**src/rtl/dlim_pkg.sv**
```systemverilog
// Package for the dual lamp interlock monitor.
// Holds register reset values, register indexes and the percent scale.
// No dependencies; used by the top level.
package dlim_pkg;

    localparam int unsigned UV_W    = 16;
    localparam int unsigned TEMP_W  = 16;
    localparam int unsigned PCT_W   = 7;
    localparam int unsigned CFG_W   = 16;
    localparam int unsigned IDX_W   = 2;
    localparam int unsigned IN_W    = 72;
    localparam int unsigned OUT_W   = 8;

    // Product of peak and percent, and the scaled compare limit
    localparam int unsigned PROD_W  = UV_W + PCT_W;
    localparam int unsigned LIM_W   = PROD_W + 1;

    localparam logic [TEMP_W-1:0] RESET_OVERHEAT = 16'd55;
    localparam logic [TEMP_W-1:0] RESET_RECOVERY = 16'd20;
    localparam logic [PCT_W-1:0]  RESET_PERCENT  = 7'd20;
    localparam logic [UV_W-1:0]   RESET_FLOOR    = 16'd10;
    localparam logic [PCT_W-1:0]  PERCENT_DIV    = 7'd100;

    typedef enum logic [IDX_W-1:0] {
        REG_OVERHEAT = 2'd0,
        REG_RECOVERY = 2'd1,
        REG_PERCENT  = 2'd2,
        REG_FLOOR    = 2'd3
    } t_reg_idx;

endpackage

```
**src/rtl/dual_lamp_interlock_monitor_unit.sv**
```systemverilog
// Dual lamp interlock monitor, top level.
// Uses dlim_pkg for register reset values, indexes and widths.
//
// One input transfer is one poll of both lamp channels; each poll yields one
// output transfer with run, overheat and low-UV flags. The unit takes one poll
// per clock cycle while the output is not stalled: the poll is held in an
// input register, the peak tracking, start arbitration, overheat hysteresis
// and low-UV compare are evaluated combinationally from that register, and
// the flags land in the output register once it is free or is being read.
// A stalled output holds its result and the input register,
// and the input side stalls only while both registers are full. The
// per-channel feedback (peak, on state, overheat flag) is updated at the same
// edge that loads the output register, which is what lets the next poll
// follow directly. The low-UV test compares peak * percent against
// 100 * (uv + 1), so no divider is needed. Registers are written through a
// plain write port and should only change while no poll is in flight.
module dual_lamp_interlock_monitor_unit (
    input  logic        i_clk,
    input  logic        i_rst_n,
    // Configuration writes
    input  logic        i_cfg_we,
    input  logic [1:0]  i_cfg_addr,
    input  logic [15:0] i_cfg_wdata,
    // Poll input
    input  logic        i_s_axis_tvalid,
    output logic        o_s_axis_tready,
    // [15:0] uv_a, [31:16] uv_b, [47:32] temp_a, [63:48] temp_b,
    // [64] button_a, [65] button_b, [66] clear_a, [67] clear_b, [71:68] zero
    input  logic [71:0] i_s_axis_tdata,
    // Result output
    output logic        o_m_axis_tvalid,
    input  logic        i_m_axis_tready,
    // [0] run_a, [1] run_b, [2] heat_alarm_a, [3] heat_alarm_b,
    // [4] uv_alarm_a, [5] uv_alarm_b, [7:6] zero
    output logic [7:0]  o_m_axis_tdata
);

    // Configuration registers
    logic [dlim_pkg::TEMP_W-1:0] r_overheat;
    logic [dlim_pkg::TEMP_W-1:0] r_recovery;
    logic [dlim_pkg::PCT_W-1:0]  r_percent;
    logic [dlim_pkg::UV_W-1:0]   r_floor;

    // Channel state
    logic [dlim_pkg::UV_W-1:0] r_peak_a, r_peak_b;
    logic                      r_active_a, r_active_b;
    logic                      r_hot_a, r_hot_b;

    // Input stage
    logic                        r_in_valid;
    logic [dlim_pkg::IN_W-1:0]   r_in_data;

    // Output stage
    logic                        r_out_valid;
    logic [dlim_pkg::OUT_W-1:0]  r_out_data;

    logic advance;
    logic fire;

    logic [dlim_pkg::UV_W-1:0]   in_uv_a, in_uv_b;
    logic [dlim_pkg::TEMP_W-1:0] in_temp_a, in_temp_b;
    logic in_button_a, in_button_b, in_clear_a, in_clear_b;

    logic [dlim_pkg::UV_W-1:0]   n_peak_a, n_peak_b;
    logic [dlim_pkg::UV_W-1:0]   n_store_a, n_store_b;
    logic                        n_active_a, n_active_b;
    logic                        n_hot_a, n_hot_b;
    logic                        n_run_a, n_run_b;
    logic                        n_uv_alarm_a, n_uv_alarm_b;
    logic [dlim_pkg::PROD_W-1:0] prod_a, prod_b;
    logic [dlim_pkg::LIM_W-1:0]  lim_a, lim_b;

    // Handshake: the input stage moves on when the output register is free
    assign advance         = !r_out_valid || i_m_axis_tready;
    assign fire            = r_in_valid && advance;
    assign o_s_axis_tready = !r_in_valid || advance;
    assign o_m_axis_tvalid = r_out_valid;
    assign o_m_axis_tdata  = r_out_data;

    // Unpack the held poll
    assign in_uv_a     = r_in_data[15:0];
    assign in_uv_b     = r_in_data[31:16];
    assign in_temp_a   = r_in_data[47:32];
    assign in_temp_b   = r_in_data[63:48];
    assign in_button_a = r_in_data[64];
    assign in_button_b = r_in_data[65];
    assign in_clear_a  = r_in_data[66];
    assign in_clear_b  = r_in_data[67];

    // Evaluate one poll
    always_comb begin
        // Track peaks with the new readings
        n_peak_a = (in_uv_a > r_peak_a) ? in_uv_a : r_peak_a;
        n_peak_b = (in_uv_b > r_peak_b) ? in_uv_b : r_peak_b;

        // Arbitrate start: channel a wins unless b was already on
        n_active_a = r_active_b ? 1'b0 : in_button_a;
        n_active_b = n_active_a ? 1'b0 : in_button_b;

        // Gate run with the previous overheat flags
        n_run_a = n_active_a && !r_hot_a;
        n_run_b = n_active_b && !r_hot_b;

        // Overheat hysteresis
        n_hot_a = (r_hot_a || (in_temp_a > r_overheat)) && (in_temp_a > r_recovery);
        n_hot_b = (r_hot_b || (in_temp_b > r_overheat)) && (in_temp_b > r_recovery);

        // Low UV: floor(peak*pct/100) > uv  <=>  peak*pct >= 100*(uv+1)
        prod_a = dlim_pkg::PROD_W'(n_peak_a) * dlim_pkg::PROD_W'(r_percent);
        prod_b = dlim_pkg::PROD_W'(n_peak_b) * dlim_pkg::PROD_W'(r_percent);
        lim_a  = dlim_pkg::LIM_W'(in_uv_a) * dlim_pkg::LIM_W'(dlim_pkg::PERCENT_DIV)
                 + dlim_pkg::LIM_W'(dlim_pkg::PERCENT_DIV);
        lim_b  = dlim_pkg::LIM_W'(in_uv_b) * dlim_pkg::LIM_W'(dlim_pkg::PERCENT_DIV)
                 + dlim_pkg::LIM_W'(dlim_pkg::PERCENT_DIV);
        n_uv_alarm_a = n_active_a && (dlim_pkg::LIM_W'(prod_a) >= lim_a);
        n_uv_alarm_b = n_active_b && (dlim_pkg::LIM_W'(prod_b) >= lim_b);

        // Apply clears after the alarm is evaluated
        n_store_a = in_clear_a ? r_floor : n_peak_a;
        n_store_b = in_clear_b ? r_floor : n_peak_b;
    end

    // Configuration registers
    always_ff @(posedge i_clk) begin
        if (!i_rst_n) begin
            r_overheat <= dlim_pkg::RESET_OVERHEAT;
            r_recovery <= dlim_pkg::RESET_RECOVERY;
            r_percent  <= dlim_pkg::RESET_PERCENT;
            r_floor    <= dlim_pkg::RESET_FLOOR;
        end else if (i_cfg_we) begin
            unique case (dlim_pkg::t_reg_idx'(i_cfg_addr))
                dlim_pkg::REG_OVERHEAT: r_overheat <= i_cfg_wdata;
                dlim_pkg::REG_RECOVERY: r_recovery <= i_cfg_wdata;
                dlim_pkg::REG_PERCENT:  r_percent  <= i_cfg_wdata[dlim_pkg::PCT_W-1:0];
                dlim_pkg::REG_FLOOR:    r_floor    <= i_cfg_wdata;
                default: ;
            endcase
        end
    end

    // Channel state, updated as each poll moves to the output register
    always_ff @(posedge i_clk) begin
        if (!i_rst_n) begin
            r_peak_a   <= dlim_pkg::RESET_FLOOR;
            r_peak_b   <= dlim_pkg::RESET_FLOOR;
            r_active_a <= 1'b0;
            r_active_b <= 1'b0;
            r_hot_a    <= 1'b0;
            r_hot_b    <= 1'b0;
        end else if (fire) begin
            r_peak_a   <= n_store_a;
            r_peak_b   <= n_store_b;
            r_active_a <= n_active_a;
            r_active_b <= n_active_b;
            r_hot_a    <= n_hot_a;
            r_hot_b    <= n_hot_b;
        end
    end

    // Input register: capture a transfer whenever there is room
    always_ff @(posedge i_clk) begin
        if (!i_rst_n) begin
            r_in_valid <= 1'b0;
        end else if (o_s_axis_tready) begin
            r_in_valid <= i_s_axis_tvalid;
        end
    end

    always_ff @(posedge i_clk) begin
        if (o_s_axis_tready && i_s_axis_tvalid) begin
            r_in_data <= i_s_axis_tdata;
        end
    end

    // Output register: hold until the downstream side takes the transfer
    always_ff @(posedge i_clk) begin
        if (!i_rst_n) begin
            r_out_valid <= 1'b0;
        end else if (advance) begin
            r_out_valid <= r_in_valid;
        end
    end

    always_ff @(posedge i_clk) begin
        if (fire) begin
            r_out_data <= {2'b00, n_uv_alarm_b, n_uv_alarm_a, n_hot_b, n_hot_a,
                           n_run_b, n_run_a};
        end
    end

endmodule

```
**config.mk**
```make
export PLATFORM = sky130hd
export DESIGN_NAME = dual_lamp_interlock_monitor_unit
export DESIGN_NICKNAME = d
export VERILOG_FILES = /design/src/rtl/dlim_pkg.sv /design/src/rtl/dual_lamp_interlock_monitor_unit.sv
export SDC_FILE = /design/constraint.sdc
export NUM_CORES = 1
export LEC_CHECK = 0
export ABC_AREA = 1
export ABC_CLOCK_PERIOD_IN_PS = 7600
export BUFFER_PORTS_ARGS = -buffer_cell sky130_fd_sc_hd__buf_2
export CAP_MARGIN = 30
export CORE_MARGIN = 3
export CORE_UTILIZATION = 55
export DETAILED_ROUTE_END_ITERATION = 8
export HOLD_SLACK_MARGIN = 0.03
export PLACE_DENSITY_LB_ADDON = 0.3
export SLEW_MARGIN = 10
export SYNTH_ARGS = -nofsm -noshare
export SYNTH_HDL_FRONTEND = slang
export SYNTH_SLANG_ARGS = --single-unit
```
**constraint.sdc**
```tcl
create_clock -name i_clk -period 7.6 [get_ports i_clk]
set_input_delay 0 -clock i_clk [delete_from_list [all_inputs] [get_ports i_clk]]
set_output_delay 0 -clock i_clk [all_outputs]
set_load 0.1 [all_outputs]
```
==> impl_metrics.json <==
{
  "placed_cells": 3186,
  "worstReg2RegStart": "r_peak_a[13]",
  "power_frac_comb": 0.679,
  "vias": 18400,
  "power_mw": 5.86,
  "tritoncts": "done",
  "cts_buffer_depth": 2,
  "grt_max_degree": 69,
  "htreeDepth": 4,
  "die_x_um": 198,
  "initial_core_util": 0.566,
  "synth_enable_flop_cells": 74,
  "drc": 0,
  "cts_buffers": 17,
  "routabilityCongestion": 0.919,
  "cp_top_family": "adder cells",
  "yosysUniqueCellTypes": 52,
  "ir_worst_vdd_mv": 0.214,
  "core_area_um2": 36000,
  "syn_inst": 2598,
  "p_leak_nw": 11.9,
  "status": "complete, no violations",
  "crit_arrival_ns": 7.57,
  "syn_area_um2": 20400,
  "maxSlewViolCount": 0,
  "slowest_stage": "fa_1",
  "dr.pass1.iters": 5,
  "fmax_mhz": 136,
  "worstRegToRegCells": 39,
  "fillers": 2887,
  "wire_per_inst_um": 16.9,
  "max_stage_delay_ns": 0.55,
  "crit_buf_inv": 8,
  "ys_seq_elements": 166,
  "finalSetupViolations": 0,
  "rows": 69,
  "slew_headroom": 0.293,
  "p_int_mw": 3.00,
  "cp-endpoint": "o_m_axis_tdata[4]",
  "timing.rr.end": "o_m_axis_tdata[4]",
  "drt_iter0_markers": 1218,
  "synth_flop_cell": "dfxtp_1",
  "clock_sinks": 166,
  "end_kind": "flop",
  "viasPerCell": 5.53,
  "min_period_ns": 7.37,
  "final_hold_viol_count": 0,
  "p_switching_mw": 2.86,
  "die_area_um2": 39400,
  "drive_gt1_frac": 0.123,
  "antenna_found_initial": 0,
  "period_share": 0.969,
  "fin_cells": 3330,
  "clk-insertion-delay-late_ns": 0.44,
  "switching_share": 0.488,
  "grt-ovfl-total": 0,
  "crit_type": "reg2reg",
  "async_reset_ff_frac": 0,
  "yosys_warnings": 0,
  "grt_use_total": 0.291,
  "numPortBuffers": 98,
  "cp-start-kind": "flop",
  "grt_pass1_wl_um": 92400,
  "totalWireLength_um": 56100,
  "grt_pass1_vias": 19100,
  "reg2reg_setup_slack_ns": 0.23,
  "antenna_left": 0,
  "ioPinCount": 105,
  "tightest_slew_ns": 1.06,
  "area_growth_pct": 17.0,
  "crit_start": "r_peak_a[13]",
  "p_clk_frac": 0.145,
  "path_depth": 39,
  "worst_clock_skew_ns": 0.0143,
  "num-nets-final": 3435,
  "die_h_um": 198,
  "cts-root-buf": "clkbuf_16",
  "path_max_fanout": 7,
  "power_density_nw_per_um2": 246,
  "antenna_cells": 0,
  "worst_ep_required_time_ns": 7.80,
  "clk_pin_slew_ns": 0.07,
  "pwr-share-seq": 0.175,
  "cap_violations": 0,
  "ys_seq_area_frac": 0.200,
  "avgSynthCellArea_um2": 7.84,
  "hold_class": "in2reg",
  "dp_hpwl_um": 43100
}
-- final cells by class --
type,instances,area [µm²],area share
Clock buffer,21,475,0.0200
Clock inverter,11,83.8,0.00352
Inverter,512,1930,0.0812
Multi-Input combinational cell,1868,14500,0.607
Sequential cell,166,4070,0.171
Tap cell,461,577,0.0242
Timing Repair Buffer,291,2210,0.0928
-- stage by stage --
step | utilization | TNS (ns) | hold WS [ns] | setup WS, ns | cell area, µm²
after floorplan | - | 0 | 0.0989 | 0.818 | 20400
after global placement | 0.606 | 0 | 0.176 | 0.195 | 21800
after detailed placement | 0.607 | -0.0264 | 0.178 | -0.0264 | 21800
after CTS | 0.648 | 0 | 0.0590 | 0.124 | 23300
after global routing | 0.661 | -0.181 | 0.111 | -0.162 | 23800
final | 0.661 | 0 | 0.0777 | 0.234 | 23800
-- worst register-to-register path: cells and delay by family, from the launching register on --
family	cells	cell delay (ns)
flip-flops	1	0.34
buffers and inverters	8	0.92
adder cells (fa/ha/maj)	7	2.96
XOR/XNOR	1	0.15
AO/OA/AOI/OAI	14	1.87
AND/OR/NAND/NOR	9	0.88
-- power by group through the flow --
stage | sequential [mW] | clock (mW) | combinational (mW)
3_3_place_gp | 1.05 | 0 | 3.61
2_1_floorplan | 1.06 | 0 | 2.83
4_1_cts | 1.03 | 0.850 | 3.82
6_report | 1.03 | 0.852 | 3.98
5_1_grt | 1.03 | 0.898 | 4.56
3_5_place_dp | 1.05 | 0 | 3.75
-- worst min-delay path by stage --
stage / start / to / slack [ns] / depth (start not counted)
after floorplan: i_s_axis_tdata[0] / r_in_data[0] / 0.1 / 0
after global placement: i_s_axis_tdata[45] / r_in_data[45] / 0.18 / 1
after detailed placement: i_s_axis_tdata[45] / r_in_data[45] / 0.18 / 1
after CTS: i_cfg_we / r_floor[3] / 0.06 / 4
after global routing: i_cfg_we / r_floor[1] / 0.11 / 4
final: i_cfg_we / r_floor[3] / 0.08 / 4
-- synth_stat cells (8+ instances only) --
master      n  area (µm²)
ha_1      324        4050
o21a_1      8        60.1
nand3_1    73         365
edfxtp_1   74        2220
nand4_1    21         131
inv_1     501        1880
o211ai_1   26         195
xor2_1     50         438
clkbuf_1   47         176
nor3_1     18        90.1
nor2_1    264         991
o21ai_2     9        78.8
clkinv_1    8        30.0
dfxtp_1    92        1840
xnor2_1    30         263
a21oi_1   218        1090
o21bai_1   16         120
o21ai_1    11        55.1
nand2_1   419        1570
fa_1      160        3200
or2_2       9        56.3
o21ai_0   132         661
-- registers in the layout, summed over array words and instances (netlist names) --
| name | cells |
|---|---|
| r_in_data | 68 |
| r_active_b | 1 |
| r_overheat | 16 |
| r_in_valid | 1 |
| r_hot_a | 1 |
| r_floor | 16 |
| o_m_axis_tdata | 6 |
| r_percent | 7 |
| o_m_axis_tvalid | 1 |
| r_hot_b | 1 |
| r_peak_b | 16 |
| r_peak_a | 16 |
| r_recovery | 16 |
-- layout by cell type (no fill, tap or decap), types with 6 or more instances in the layout --
cell and count:
inv_1 491, nand2_1 416, ha_1 317, nor2_1 243, a21oi_1 214, fa_1 160, o21ai_0 117, buf_2 100
dlygate4sd3_1 93, buf_4 93, dfxtp_1 88, edfxtp_1 74, nand3_1 72, xor2_1 50, xnor2_1 30, o211ai_1 26
nand4_1 21, nor2_2 19, o21ai_1 18, clkbuf_16 18, o21bai_1 16, nor3_1 16, o21ai_2 12, inv_2 10
or2_2 9, nand2_2 9, clkinv_1 8, nor2_4 8, o21a_1 7, a21o_1 7, xor2_2 7, nor3_2 6
ha_4 6
-- cell families after synthesis --
group | synth area share
flops | 0.200
compound gates | 0.127
simple gates | 0.170
buf+inv | 0.105
fa+ha+maj | 0.356
xor+xnor | 0.0422
other cells | 0.000184
-- routing by layer --
layer | track usage | wire (µm) | vias up
li1 | - | - | 8888
met1 | 0.356 | 22600 | 8689
met2 | 0.525 | 27900 | 672
met3 | 0.0423 | 3340 | 171
met4 | 0.103 | 2320 | 0
met5 | 0 | 0 | -
-- what timing repair did --
item | CTS | global route
pin swaps | 0 | 28
gates resized for setup | 2 | 96
setup buffers | 0 | 18
cloned | 0 | 1
hold endpoints to repair | 125 | 0
hold buffers | 93 | 0
setup endpoints to repair | 1 | 2
Power figures use the tool's default switching activity.
